## src/rtl/cdms_pkg.sv

```systemverilog
// Shared constants and types for the closest divisor multiple search core.
package cdms_pkg;

  localparam int WIDTH = 16;
  localparam int CNT_W = $clog2(WIDTH + 1);

  typedef logic [WIDTH-1:0] word_t;

  typedef enum logic [2:0] {
    ST_IDLE,
    ST_UP_V,
    ST_UP_S,
    ST_LO_V,
    ST_LO_S,
    ST_FINISH
  } state_t;

  // request to the shared remainder unit
  typedef struct packed {
    logic  start;
    word_t dividend;
    word_t divisor;
  } rem_req_t;

endpackage

```

## src/rtl/cdms_rem.sv

```systemverilog
// Shared restoring remainder unit: one quotient bit per cycle.
module cdms_rem
  import cdms_pkg::*;
(
  input  logic     clk,
  input  logic     rst_n,
  input  rem_req_t req,
  output logic     done,
  output word_t    rem
);

  logic             busy_r, busy_nxt;
  logic             done_r, done_nxt;
  logic [CNT_W-1:0] cnt_r, cnt_nxt;
  word_t            quo_r, quo_nxt;
  word_t            rem_r, rem_nxt;
  word_t            div_r, div_nxt;
  logic [WIDTH:0]   trial;
  logic [WIDTH:0]   diff;

  assign trial = {rem_r, quo_r[WIDTH-1]};
  assign diff  = trial - {1'b0, div_r};

  always_comb begin
    busy_nxt = busy_r;
    done_nxt = 1'b0;
    cnt_nxt  = cnt_r;
    quo_nxt  = quo_r;
    rem_nxt  = rem_r;
    div_nxt  = div_r;
    if (req.start) begin
      busy_nxt = 1'b1;
      cnt_nxt  = '0;
      quo_nxt  = req.dividend;
      rem_nxt  = '0;
      div_nxt  = req.divisor;
    end else if (busy_r) begin
      quo_nxt = {quo_r[WIDTH-2:0], 1'b0};
      if (!diff[WIDTH]) begin
        rem_nxt = diff[WIDTH-1:0];
      end else begin
        rem_nxt = trial[WIDTH-1:0];
      end
      cnt_nxt = cnt_r + CNT_W'(1);
      if (cnt_r == CNT_W'(WIDTH - 1)) begin
        busy_nxt = 1'b0;
        done_nxt = 1'b1;
      end
    end
  end

  always_ff @(posedge clk) begin
    if (!rst_n) begin
      busy_r <= 1'b0;
      done_r <= 1'b0;
      cnt_r  <= '0;
    end else begin
      busy_r <= busy_nxt;
      done_r <= done_nxt;
      cnt_r  <= cnt_nxt;
    end
  end

  always_ff @(posedge clk) begin
    quo_r <= quo_nxt;
    rem_r <= rem_nxt;
    div_r <= div_nxt;
  end

  assign done = done_r;
  assign rem  = rem_r;

  a_div_nonzero: assert property (@(posedge clk) disable iff (!rst_n)
    req.start |-> req.divisor != '0)
    else $error("remainder unit started with zero divisor");

  a_done_after_busy: assert property (@(posedge clk) disable iff (!rst_n)
    done_r |-> $past(busy_r))
    else $error("remainder done without a running division");

  a_no_restart: assert property (@(posedge clk) disable iff (!rst_n)
    req.start |-> !busy_r)
    else $error("remainder unit restarted while busy");

endmodule

```

## src/rtl/closest_divisor_multiple_search_core.sv

```systemverilog
// Top level: sequencer that scans divisor candidates through the shared remainder unit.
// Trivial request (target >= value or step >= value): goes straight to the finish state.
// Otherwise each candidate takes one remainder run for value % cand, plus one more for
// cand % step when it divides and step > 1; the scan runs up from target, then down to 2.
// Busy holds while the scan runs.
// Synchronous active-low reset returns the sequencer to idle; the result cannot be stalled.
module closest_divisor_multiple_search_core
  import cdms_pkg::*;
(
  input  logic  clk,
  input  logic  rst_n,
  input  logic  start,
  output logic  busy,
  input  word_t in_target,
  input  word_t in_value,
  input  word_t in_step,
  output logic  out_valid,
  output word_t out_chosen_divisor
);

  state_t   state_r, state_nxt;
  word_t    tgt_r, tgt_nxt;
  word_t    value_r, value_nxt;
  word_t    step_r, step_nxt;
  word_t    cand_r, cand_nxt;
  word_t    up_r, up_nxt;
  word_t    lo_r, lo_nxt;
  logic     have_lo_r, have_lo_nxt;
  logic     out_valid_r, out_valid_nxt;
  word_t    out_div_r, out_div_nxt;

  rem_req_t rem_req;
  logic     rem_done;
  word_t    rem_val;

  word_t    tgt_in;
  logic     step_free;
  logic     up_adv, lo_launch, lo_adv;

  cdms_rem u_rem (
    .clk  (clk),
    .rst_n(rst_n),
    .req  (rem_req),
    .done (rem_done),
    .rem  (rem_val)
  );

  assign tgt_in    = (in_target == '0) ? word_t'(1) : in_target;
  assign step_free = (step_r[WIDTH-1:1] == '0);

  always_comb begin
    state_nxt     = state_r;
    tgt_nxt       = tgt_r;
    value_nxt     = value_r;
    step_nxt      = step_r;
    cand_nxt      = cand_r;
    up_nxt        = up_r;
    lo_nxt        = lo_r;
    have_lo_nxt   = have_lo_r;
    out_valid_nxt = 1'b0;
    out_div_nxt   = out_div_r;
    rem_req       = '0;
    up_adv        = 1'b0;
    lo_launch     = 1'b0;
    lo_adv        = 1'b0;

    unique case (state_r)
      ST_IDLE: begin
        if (start) begin
          tgt_nxt     = tgt_in;
          value_nxt   = in_value;
          step_nxt    = in_step;
          up_nxt      = in_value;
          have_lo_nxt = 1'b0;
          if (tgt_in >= in_value || in_step >= in_value) begin
            state_nxt = ST_FINISH;
          end else begin
            cand_nxt         = tgt_in;
            rem_req.start    = 1'b1;
            rem_req.dividend = in_value;
            rem_req.divisor  = tgt_in;
            state_nxt        = ST_UP_V;
          end
        end
      end
      ST_UP_V: begin
        if (rem_done) begin
          if (rem_val != '0) begin
            up_adv = 1'b1;
          end else if (step_free) begin
            up_nxt    = cand_r;
            lo_launch = 1'b1;
          end else begin
            rem_req.start    = 1'b1;
            rem_req.dividend = cand_r;
            rem_req.divisor  = step_r;
            state_nxt        = ST_UP_S;
          end
        end
      end
      ST_UP_S: begin
        if (rem_done) begin
          if (rem_val == '0) begin
            up_nxt    = cand_r;
            lo_launch = 1'b1;
          end else begin
            up_adv = 1'b1;
          end
        end
      end
      ST_LO_V: begin
        if (rem_done) begin
          if (rem_val != '0) begin
            lo_adv = 1'b1;
          end else if (step_free) begin
            lo_nxt      = cand_r;
            have_lo_nxt = 1'b1;
            state_nxt   = ST_FINISH;
          end else begin
            rem_req.start    = 1'b1;
            rem_req.dividend = cand_r;
            rem_req.divisor  = step_r;
            state_nxt        = ST_LO_S;
          end
        end
      end
      ST_LO_S: begin
        if (rem_done) begin
          if (rem_val == '0) begin
            lo_nxt      = cand_r;
            have_lo_nxt = 1'b1;
            state_nxt   = ST_FINISH;
          end else begin
            lo_adv = 1'b1;
          end
        end
      end
      ST_FINISH: begin
        out_valid_nxt = 1'b1;
        // no upper hit leaves up_r at the value itself
        if (!have_lo_r) begin
          out_div_nxt = up_r;
        end else if (up_r == value_r) begin
          out_div_nxt = lo_r;
        end else if ((tgt_r - lo_r) < (up_r - tgt_r)) begin
          out_div_nxt = lo_r;
        end else begin
          out_div_nxt = up_r;
        end
        state_nxt = ST_IDLE;
      end
      default: begin
        state_nxt = ST_IDLE;
      end
    endcase

    if (up_adv) begin
      if (cand_r + word_t'(1) == value_r) begin
        lo_launch = 1'b1;
      end else begin
        cand_nxt         = cand_r + word_t'(1);
        rem_req.start    = 1'b1;
        rem_req.dividend = value_r;
        rem_req.divisor  = cand_r + word_t'(1);
        state_nxt        = ST_UP_V;
      end
    end

    if (lo_launch) begin
      if (tgt_r < word_t'(3)) begin
        state_nxt = ST_FINISH;
      end else begin
        cand_nxt         = tgt_r - word_t'(1);
        rem_req.start    = 1'b1;
        rem_req.dividend = value_r;
        rem_req.divisor  = tgt_r - word_t'(1);
        state_nxt        = ST_LO_V;
      end
    end

    if (lo_adv) begin
      if (cand_r < word_t'(3)) begin
        state_nxt = ST_FINISH;
      end else begin
        cand_nxt         = cand_r - word_t'(1);
        rem_req.start    = 1'b1;
        rem_req.dividend = value_r;
        rem_req.divisor  = cand_r - word_t'(1);
        state_nxt        = ST_LO_V;
      end
    end
  end

  always_ff @(posedge clk) begin
    if (!rst_n) begin
      state_r     <= ST_IDLE;
      out_valid_r <= 1'b0;
    end else begin
      state_r     <= state_nxt;
      out_valid_r <= out_valid_nxt;
    end
  end

  always_ff @(posedge clk) begin
    tgt_r     <= tgt_nxt;
    value_r   <= value_nxt;
    step_r    <= step_nxt;
    cand_r    <= cand_nxt;
    up_r      <= up_nxt;
    lo_r      <= lo_nxt;
    have_lo_r <= have_lo_nxt;
    out_div_r <= out_div_nxt;
  end

  assign busy               = (state_r != ST_IDLE);
  assign out_valid          = out_valid_r;
  assign out_chosen_divisor = out_div_r;

  a_accept_goes_busy: assert property (@(posedge clk) disable iff (!rst_n)
    start && !busy |=> busy)
    else $error("accepted word did not start the sequencer");

  a_done_in_wait: assert property (@(posedge clk) disable iff (!rst_n)
    rem_done |-> (state_r == ST_UP_V || state_r == ST_UP_S ||
                  state_r == ST_LO_V || state_r == ST_LO_S))
    else $error("remainder result arrived outside a scan state");

  a_result_from_finish: assert property (@(posedge clk) disable iff (!rst_n)
    out_valid_r |-> $past(state_r == ST_FINISH))
    else $error("result strobe without finish state");

  a_single_strobe: assert property (@(posedge clk) disable iff (!rst_n)
    out_valid_r |=> !out_valid_r)
    else $error("result strobe longer than one cycle");

endmodule
```

## config.mk

```make
export PLATFORM = sky130hd
export DESIGN_NAME = closest_divisor_multiple_search_core
export DESIGN_NICKNAME = d
export VERILOG_FILES = /design/src/rtl/cdms_pkg.sv /design/src/rtl/cdms_rem.sv /design/src/rtl/closest_divisor_multiple_search_core.sv
export SDC_FILE = /design/constraint.sdc
export NUM_CORES = 1
export LEC_CHECK = 0
export ABC_AREA = 1
export BUFFER_PORTS_ARGS = -buffer_cell sky130_fd_sc_hd__buf_2
export CAP_MARGIN = 0
export CORE_UTILIZATION = 60
export CTS_CLUSTER_SIZE = 30
export DETAILED_ROUTE_END_ITERATION = 8
export HOLD_SLACK_MARGIN = 0.05
export PLACE_DENSITY = 0.78
export REMOVE_ABC_BUFFERS = 1
export SLEW_MARGIN = 30
export SYNTH_ARGS = -nofsm -noshare
export SYNTH_HDL_FRONTEND = slang
export SYNTH_SLANG_ARGS = --single-unit
```

## constraint.sdc

```tcl
create_clock -name clk -period 6.2 [get_ports clk]
set_input_delay 0.93 -clock clk [delete_from_list [all_inputs] [get_ports clk]]
set_output_delay 0.93 -clock clk [all_outputs]
set_load 0.03 [all_outputs]
```

==> results.py, run 1 <==
metrics = {
    "status": {
        "status": "finished, final reports clean",
    },
    "setup_path": {
        "startpoint_type": "flop",
        "cp_slowest_cell": "nand2_1",
        "cp-end-kind": "flop",
        "worstPathRequired_ns": 6.40,
        "reg2reg_depth": 24,
        "crit_arrival_ns": 5.08,
        "critPathMaxStageDelay_ns": 0.67,
        "crit_fanout": 31,
        "critical_path.most_common_cell": "nand2_1",
        "crit_type": "reg2reg",
        "path_cells": "inv_1 -> ha_1 -> inv_1 -> fa_1 -> nand3_1 -> nand2_1 -> nand2_1 -> nand2_1 -> nand2_1 -> nand2_1 -> a21oi_1 -> o21bai_1 -> a21oi_1 -> o21ai_0 -> xor2_1 -> inv_1 -> ha_1 -> nand2_1 -> nor2_1 -> o211ai_1 -> nand2_1 -> o21ai_0 -> nand2_1 -> mux2_2",
    },
    "die": {
        "dieHeight_um": 147.8,
        "die_x_um": 147.8,
        "ios": 69,
        "coreArea_um2": 20560,
        "die_area_um2": 21860,
        "initial_core_util_pct": 62.07,
        "rows": 52,
    },
    "global_routing": {
        "grt_pass1_vias": 11010,
        "grt_pass1_wl_mm": 61.13,
        "grt_util_met1_pct": 50.09,
        "grt_util_met3_pct": 7.932,
        "grt_overflow": 0,
        "grtUsageMet2_pct": 58.33,
        "grt_usage_pct": 37.28,
        "grt_max_degree": 52,
        "grt-busiest-layer": "met2",
        "grt_antenna_before_repair": 0,
    },
    "clock_tree": {
        "clock_sinks": 172,
        "cts_inserted_buffers": 17,
        "cts_buffer_depth": 2,
        "post_cts_buffers": 0,
        "path_clk_slew_ns": 0.08,
        "clk_latency_ns": 0.45,
        "cts_root_buf": "clkbuf_16",
        "cts_tree": "built",
        "ctsHoldBuffers": 0,
        "ctsResizeCount": 0,
        "cts_htree_levels": 4,
    },
    "pwr": {
        "p_comb_share_pct": 37.7,
        "clkPwrFrac_pct": 24.2,
        "leakagePower_nw": 6.419,
        "swShare_pct": 42.97,
        "switchingPower_mw": 1.924,
        "p_int_mw": 2.552,
        "pwr-share-seq_pct": 38.1,
        "power.density_nw_per_um2": 324.6,
        "vdd_drop_max_mv": 0.1853,
    },
    "timing": {
        "slew_violations": 0,
        "finalSetupViolations": 0,
        "slew_headroom_pct": 39.84,
        "hold_viol": 0,
        "finalCriticalPeriod_ns": 4.883,
        "skew_ns": 0.01642,
        "fin_setup_tns_ns": 0,
        "post-route-period-util_pct": 78.77,
        "fmax_mhz": 204.8,
        "rsz0062_at_grt": "false",
        "worst_pin_slew_ns": 0.9002,
    },
    "detailed_routing": {
        "drtIter0Drc": 1204,
        "drc_errors": 0,
        "dr.pass1.iters": 7,
        "viasPerCell": 5.958,
        "vias": 11680,
        "finalWirelength_mm": 39.38,
        "wire_per_inst_um": 20.08,
        "ant_nets": 0,
    },
    "placed_design": {
        "globalplace.congestion": 1.059,
        "dpl.hpwl_mm": 30.69,
        "dp_cells": 1929,
        "io_buffers": 68,
    },
    "logic_synthesis": {
        "synth_warnings": 0,
        "synth_xor_area_share_pct": 5.324,
        "synth_seq_cells": 172,
        "synth_cell_types": 58,
        "seq_area_frac_synth_pct": 37.10,
        "synth_area_um2": 12760,
        "synth_top_family_by_area": "simple AND/OR/NAND/NOR gates",
        "ys.flop_type": "edfxtp_1",
        "synth_top_area_cell": "edfxtp_1",
        "synth-compound-area-share_pct": 13.65,
        "synth_top_area_share_pct": 30.36,
        "synth_top_cells_by_count": "nand2_1 (427), inv_1 (203), edfxtp_1 (129), nor2_1 (115), ha_1 (99)",
        "syn_inst": 1643,
        "synth-simple-area-share_pct": 24.67,
        "synth.avg_cell_area_um2": 7.767,
        "synth_enable_flop_cells": 129,
        "yosysMostFrequentCell": "nand2_1",
        "synth-adder-area-share_pct": 10.18,
        "synth_area_leaders": "edfxtp_1 (30%), nand2_1 (13%), ha_1 (9.7%)",
        "synthMuxAreaShare_pct": 0.08824,
        "async_reset_ff_share_pct": 0,
    },
    "flow_run": {
        "drv_cap": 0,
    },
    "cells_and_area": {
        "final_layout_size_suffix_gt1_share_pct": 10.11,
        "nets": 1831,
        "num_antenna_cells": 0,
        "fin_cells": 1961,
        "areaGrowthSynthToFinish_pct": 8.060,
    },
    "min_path": {
        "hold_depth": 2,
        "hold_class": "reg2reg",
    },
}
kinds of logic (layout without fill, tap and decap cells):
family | Yosys count | after routing
buf+inv | 277 | 325
simple gates | 723 | 723
mux | 1 | 1
xor+xnor | 76 | 76
compound gates | 292 | 292
flops | 172 | 172
fa+ha+maj | 102 | 102
layout by cell type, fill, tap and decap left out, drive strengths merged, types with 2 or more instances in the layout:
cell type	count
nand2	447
inv	218
edfxtp	129
nor2	124
a21oi	107
ha	99
nand3	92
o21ai	92
buf	79
xor2	61
dfxtp	43
o211ai	22
a22oi	20
nand4	20
nor3	18
clkbuf	17
xnor2	14
nor4	14
clkinv	11
a31oi	10
o22ai	7
o21bai	5
o21a	4
a21o	4
nand3b	4
a211oi	4
o31ai	4
o2111ai	4
a21boi	3
fa	3
and2	2
metal layers:
metal	up-vias	share of wire, %	wire, um
li1	5567	-	-
met1	5344	42	16410
met2	671	44	17200
met3	101	10	4129
met4	0	4.2	1647
met5	-	0	0
power groups by stage:
| stage | clock network (mW) | logic (mW) | registers [mW] |
|---|---|---|---|
| 5_1_grt | 1.13 | 1.89 | 1.72 |
| 3_3_place_gp | 0 | 1.61 | 1.71 |
| 6_report | 1.08 | 1.69 | 1.71 |
| 3_5_place_dp | 0 | 1.64 | 1.71 |
| 4_1_cts | 1.08 | 1.66 | 1.69 |
| 2_1_floorplan | 0 | 1.24 | 1.60 |
area by class of cell:
type,instances,area [um^2]
Clock buffer,17,425.4
Clock inverter,15,146.4
Fill cell,1808,6770
Inverter,214,808.3
Multi-Input combinational cell,1194,6914
Sequential cell,172,4735
Tap cell,270,337.8
Timing Repair Buffer,79,422.9
critical path: cells and delay by family (launching register included):
family	cells	cell delay, ns
compound gates	6	0.89
xor+xnor	1	0.14
fa+ha+maj	3	0.85
buf+inv	3	0.31
flops	1	0.47
mux	1	0.41
simple gates	10	1.54
stage by stage:
step / instance area, um^2 / hold slack [ns] / setup slack, ns / total power [mW] / utilization, %
final: 13790 / 0.4889 / 1.317 / 4.476 / 67.07
after global routing: 13790 / 0.5129 / 0.9498 / 4.737 / 67.07
after CTS: 13790 / 0.4911 / 1.394 / 4.425 / 67.07
after detailed placement: 13220 / 0.4791 / 1.421 / 3.355 / 64.29
after global placement: 13200 / 0.4699 / 1.552 / 3.320 / 64.22
after floorplan: 12420 / 0.4527 / 0.6330 / 2.843 / -
final timing paths:
path	start	endpoint	slack (ns)
worst min-delay path	u_rem.rem[1]	u_rem.rem[1]	0.49
worst min register to register	u_rem.rem[1]	u_rem.rem[1]	0.49
worst max register to register	tgt_r[0]	out_chosen_divisor[15]	1.32
worst max-delay path	tgt_r[0]	out_chosen_divisor[15]	1.32
(Power assumes the default switching activity.)
==> run 2: changes to the inputs <==
==> constraint.sdc (replaced) <==
create_clock -name clk -period 5.1 [get_ports clk]
set_input_delay 0.765 -clock clk [delete_from_list [all_inputs] [get_ports clk]]
set_output_delay 0.765 -clock clk [all_outputs]
set_load 0.03 [all_outputs]
==> run 2 against run 1 <==
Maximum frequency up 2.1%; largest cell class unchanged; routed wire length down 3.0%; first-iteration DRC count decreased by 14%.
==> results.py, run 2 (synthesized netlist as in run 1, its figures left out) <==
metrics = {
    "status": {
        "status": "finished, final reports clean",
    },
    "setup_path": {
        "critPathMaxStageDelay_ns": 0.47,
        "critPathTopFamily": "compound AO/OA/AOI/OAI gates",
        "critical_path.most_common_cell": "nand2_1",
        "cp-end-kind": "flop",
        "crit_arrival_ns": 4.96,
        "r2r-start": "tgt_r[0]",
        "cp_slowest_cell": "edfxtp_1",
        "reg2reg_depth": 25,
        "r2r_end": "out_chosen_divisor[3]",
        "crit_fanout": 24,
        "worstPathRequired_ns": 5.28,
        "crit_type": "reg2reg",
        "endpoint": "out_chosen_divisor[3]",
        "crit_buf_inv": 4,
        "cp.depth": 25,
        "worstSetupStartpoint": "tgt_r[0]",
        "startpoint_type": "flop",
        "rrSetupSlack_ns": 0.32,
    },
    "detailed_routing": {
        "drc_errors": 0,
        "ant_nets": 0,
        "drtIter0Drc": 1034,
        "dr.pass1.iters": 8,
        "viasPerCell": 5.899,
        "wire_per_inst_um": 19.44,
        "vias": 11590,
        "finalWirelength_mm": 38.19,
    },
    "min_path": {
        "hold_depth": 2,
        "hold_class": "reg2reg",
    },
    "global_routing": {
        "grt_usage_pct": 36.17,
        "grt_antenna_before_repair": 0,
        "grt_overflow": 0,
        "grt_pass1_vias": 11130,
        "grt_pass1_wl_mm": 59.72,
        "grt_max_degree": 45,
    },
    "clock_tree": {
        "cts_htree_levels": 4,
        "path_clk_slew_ns": 0.08,
        "cts_buffer_depth": 2,
        "cts_inserted_buffers": 17,
        "ctsHoldBuffers": 0,
        "clk_latency_ns": 0.44,
        "cts_tree": "built",
        "clock_sinks": 172,
        "cts_root_buf": "clkbuf_16",
        "post_cts_buffers": 0,
        "ctsResizeCount": 0,
    },
    "placed_design": {
        "io_buffers": 68,
        "globalplace.congestion": 0.9878,
        "dpl.hpwl_mm": 29.63,
        "placed_area_um2": 13240,
    },
    "timing": {
        "post-route-period-util_pct": 93.81,
        "slew_violations": 0,
        "worst_pin_slew_ns": 0.8003,
        "skew_ns": 0.01276,
        "rsz0062_at_grt": "false",
        "hold_viol": 0,
        "finalCriticalPeriod_ns": 4.784,
        "hold_ws_ns": 0.4946,
        "slew_headroom_pct": 46.20,
        "fmax_mhz": 209.0,
        "finalSetupViolations": 0,
    },
    "die": {
        "initial_core_util_pct": 62.07,
        "coreArea_um2": 20560,
        "dieHeight_um": 147.8,
        "die_area_um2": 21860,
        "die_x_um": 147.8,
        "rows": 52,
        "ios": 69,
    },
    "pwr": {
        "p_comb_share_pct": 37.6,
        "vdd_drop_max_mv": 0.2446,
        "switchingPower_mw": 2.280,
        "power_mw": 5.431,
        "p_int_mw": 3.151,
        "power.density_nw_per_um2": 392.9,
        "leakagePower_nw": 6.438,
        "swShare_pct": 41.98,
        "clkPwrFrac_pct": 24.5,
        "pwr-share-seq_pct": 38.0,
    },
    "cells_and_area": {
        "nFillCells": 1804,
        "final_area_um2": 13830,
        "layout_common_cells": "nand2_1 (427), inv_1 (203), edfxtp_1 (129)",
        "areaGrowthSynthToFinish_pct": 8.344,
        "nets": 1835,
        "final_layout_size_suffix_gt1_share_pct": 10.21,
        "mostFrequentLayoutCell": "nand2_1",
        "final_core_util_pct": 67.25,
        "num_antenna_cells": 0,
    },
    "flow_run": {
        "drv_cap": 0,
    },
}
-- run 2: cell count changes in the layout (fill, tap and decap cells not counted), sizes merged --
cell      change
clkinv        -2
inv           -1
buf           +4
bufinv        +1
clkbuf        +1
clkinvlp      +1
-- run 2: how the worst min path moves through the flow --
stage,startpoint,to,slack [ns]
6_report,u_rem.cnt_r[1],u_rem.cnt_r[1],0.49
3_5_place_dp,u_rem.rem[1],u_rem.rem[1],0.48
5_1_grt,in_step[14],step_r[14],0.50
4_1_cts,u_rem.rem[1],u_rem.rem[1],0.49
3_3_place_gp,u_rem.cnt_r[1],u_rem.cnt_r[1],0.47
2_1_floorplan,cand_r[15],lo_r[15],0.45
-- run 2: power groups by stage --
stage / clock network, mW / logic (mW) / registers [mW]
after floorplan: 0 / 1.51 / 1.95
after global placement: 0 / 1.96 / 2.07
after CTS: 1.33 / 2.01 / 2.04
after global routing: 1.38 / 2.31 / 2.08
after detailed placement: 0 / 2.00 / 2.07
final: 1.33 / 2.04 / 2.06
-- run 2: layer usage --
| metal | GRT usage (%) | share of wire [%] |
|---|---|---|
| met1 | 49.31 | 43 |
| met2 | 57.78 | 44 |
| met3 | 6.327 | 9.7 |
| met4 | 12.94 | 3.4 |
| met5 | 0 | 0 |
-- run 2: layout make-up --
type	instances	area, um^2	share of cell area [%]
clock buffers	18	429.2	3.104
clock inverters	14	151.4	1.095
inverters	214	808.3	5.846
multi-input cells	1194	6912	49.99
flip-flops and latches	172	4735	34.24
well taps	270	337.8	2.443
repair buffers	83	452.9	3.276
-- run 2: worst reg2reg max path, cell delays in order (launching register included) --
cell and delay (ns):
edfxtp_1 0.47, inv_1 0.19, ha_1 0.17, inv_1 0.06, fa_1 0.40, nand3_1 0.11
nand2_1 0.08, nand2_1 0.11, nand2_1 0.06, nand2_1 0.07, nand2_1 0.06, a21oi_1 0.21
o21bai_1 0.09, a21oi_1 0.20, o21ai_0 0.16, xor2_1 0.16, inv_1 0.06, ha_1 0.27
nand2_1 0.06, o21ai_0 0.28, a21oi_1 0.08, nand2_1 0.17, o21ai_0 0.20, nand2_1 0.32
buf_4 0.32, o21ai_0 0.15
-- run 2: metrics by stage --
step           cells  worst slack, ns  setup TNS, ns
4_1_cts         1965           0.3541              0
3_3_place_gp    1933           0.3918              0
2_1_floorplan   1580          -0.3887         -6.348
5_1_grt         1965        0.0005285              0
3_5_place_dp    1933           0.3913              0
6_report        1965           0.3159              0
==> run 3: changes to the inputs <==
--- a/config.mk
+++ b/config.mk
@@ -9,6 +9,7 @@
 export BUFFER_PORTS_ARGS = -buffer_cell sky130_fd_sc_hd__buf_2
 export CAP_MARGIN = 0
 export CORE_UTILIZATION = 60
+export CTS_BUF_LIST = sky130_fd_sc_hd__clkbuf_4
 export CTS_CLUSTER_SIZE = 30
 export DETAILED_ROUTE_END_ITERATION = 8
 export HOLD_SLACK_MARGIN = 0.05
==> run 3 against run 2 <==
Clock skew rose by 0.017 ns; combinational power hardly changed; die area unchanged; critical path type unchanged; critical path depth stayed put; register-to-register slack improved by 0.02 ns.
==> results.py, run 3 (synthesized netlist as in run 1, its figures left out) <==
metrics = {
    "clock_tree": {
        "post_cts_buffers": 0,
        "cts_root_buf": "clkbuf_4",
        "clk_latency_ns": 0.62,
        "clock_sinks": 172,
        "cts_buffer_depth": 2,
        "ctsHoldBuffers": 0,
        "ctsResizeCount": 0,
        "cts_tree": "built",
        "cts_htree_levels": 4,
        "path_clk_slew_ns": 0.17,
        "cts_inserted_buffers": 17,
    },
    "timing": {
        "slew_headroom_pct": 46.43,
        "finalSetupViolations": 0,
        "hold_viol": 0,
        "fin_setup_tns_ns": 0,
        "fmax_mhz": 209.7,
        "slew_violations": 0,
        "rsz0062_at_grt": "false",
        "fin_ws_ns": 0.3323,
        "finalCriticalPeriod_ns": 4.768,
        "worst_pin_slew_ns": 0.8006,
        "skew_ns": 0.02998,
        "post-route-period-util_pct": 93.48,
        "hold_ws_ns": 0.3192,
    },
    "die": {
        "coreArea_um2": 20560,
        "ios": 69,
        "rows": 52,
        "die_x_um": 147.8,
        "die_area_um2": 21860,
        "initial_core_util_pct": 62.07,
        "dieHeight_um": 147.8,
    },
    "pwr": {
        "power.density_nw_per_um2": 363.7,
        "vdd_drop_max_mv": 0.2543,
        "p_int_mw": 2.723,
        "p_comb_share_pct": 41.2,
        "swShare_pct": 44.69,
        "clkPwrFrac_pct": 17.0,
        "leakagePower_nw": 6.310,
        "switchingPower_mw": 2.200,
        "power_mw": 4.922,
        "pwr-share-seq_pct": 41.8,
    },
    "placed_design": {
        "dpl.hpwl_mm": 29.63,
        "post-place-ws_ns": 0.3913,
        "io_buffers": 68,
        "globalplace.congestion": 0.9878,
    },
    "status": {
        "status": "finished, final reports clean",
    },
    "setup_path": {
        "cp_slowest_cell": "edfxtp_1",
        "worstSetupStartpoint": "tgt_r[0]",
        "critPathMaxStageDelay_ns": 0.51,
        "endpoint": "out_chosen_divisor[6]",
        "cp.depth": 25,
        "crit_buf_inv": 4,
        "startpoint_type": "flop",
        "crit_arrival_ns": 5.13,
        "crit_fanout": 24,
        "worstPathRequired_ns": 5.46,
        "critPathTopFamily": "compound AO/OA/AOI/OAI gates",
        "rrSetupSlack_ns": 0.33,
        "reg2reg_depth": 25,
        "r2r-start": "tgt_r[0]",
        "cp-end-kind": "flop",
        "crit_type": "reg2reg",
        "critical_path.most_common_cell": "nand2_1",
        "r2r_end": "out_chosen_divisor[6]",
    },
    "detailed_routing": {
        "vias": 11450,
        "ant_nets": 0,
        "drc_errors": 0,
        "wire_per_inst_um": 19.06,
        "finalWirelength_mm": 37.48,
        "dr.pass1.iters": 5,
        "viasPerCell": 5.826,
        "drtIter0Drc": 1194,
    },
    "cells_and_area": {
        "seq_area_um2": 4735,
        "nets": 1835,
        "final_core_util_pct": 65.83,
        "multiInputGateArea_um2": 6912,
        "final_layout_size_suffix_gt1_share_pct": 10.27,
        "mostFrequentLayoutCell": "nand2_1",
        "areaGrowthSynthToFinish_pct": 6.059,
        "layout_common_cells": "nand2_1 (427), inv_1 (203), edfxtp_1 (129)",
        "nFillCells": 1847,
    },
    "global_routing": {
        "grt_overflow": 0,
        "grt_usage_pct": 35.73,
        "grt_pass1_wl_mm": 58.82,
        "grt_pass1_vias": 10950,
        "grt_antenna_before_repair": 1,
        "grt_max_degree": 45,
    },
    "flow_run": {
        "drv_cap": 0,
    },
    "min_path": {
        "hp-start": "in_value[1]",
        "hold_class": "in2reg",
    },
}
run 3: changes by cell type in the layout (fill, tap and decap cells not counted):
| cell | before | now |
|---|---|---|
| clkbuf_1 | 1 | 0 |
| diode_2 | 0 | 1 |
| clkbuf_4 | 0 | 18 |
| clkbuf_16 | 17 | 0 |
run 3: per-stage QoR:
step	cells	instance area (um^2)
after detailed placement	1933	13240
final	1966	13530
after CTS	1965	13530
after global placement	1933	13230
after floorplan	1580	12420
after global routing	1966	13530
run 3: layout make-up:
| cell class | instances | share of cell area (%) |
|---|---|---|
| antenna | 1 | 0.01849 |
| multi-input combinational | 1194 | 51.07 |
| tap | 270 | 2.496 |
| clock buffer | 18 | 0.9984 |
| sequential | 172 | 34.98 |
| timing repair buffer | 83 | 3.347 |
| clock inverter | 14 | 1.119 |
| inverter | 214 | 5.972 |
run 3: power by group through the flow:
| stage | combinational [mW] | sequential, mW | clock [mW] |
|---|---|---|---|
| floorplan | 1.51 | 1.95 | 0 |
| detailed placement | 2.00 | 2.07 | 0 |
| finish | 2.03 | 2.06 | 0.837 |
| global route | 2.30 | 2.07 | 0.888 |
| CTS | 2.01 | 2.04 | 0.848 |
| global placement | 1.96 | 2.07 | 0 |
run 3: how the worst min path moves through the flow:
stage / cells past startpoint / slack, ns / endpoint
floorplan: 0 / 0.45 / lo_r[15]
global placement: 2 / 0.47 / u_rem.cnt_r[1]
detailed placement: 2 / 0.48 / u_rem.rem[1]
CTS: 1 / 0.29 / step_r[15]
global route: 1 / 0.28 / step_r[14]
finish: 1 / 0.32 / value_r[1]
run 3: layer usage:
metal / part of all wire, % / global-route usage, % / vias to the layer above / routed length (um)
li1: - / - / 5591 / -
met1: 43 / 49.07 / 5194 / 16090
met2: 43 / 55.42 / 585 / 16300
met3: 9.6 / 6.636 / 83 / 3600
met4: 4.0 / 14.90 / 0 / 1482
met5: 0 / 0 / - / 0
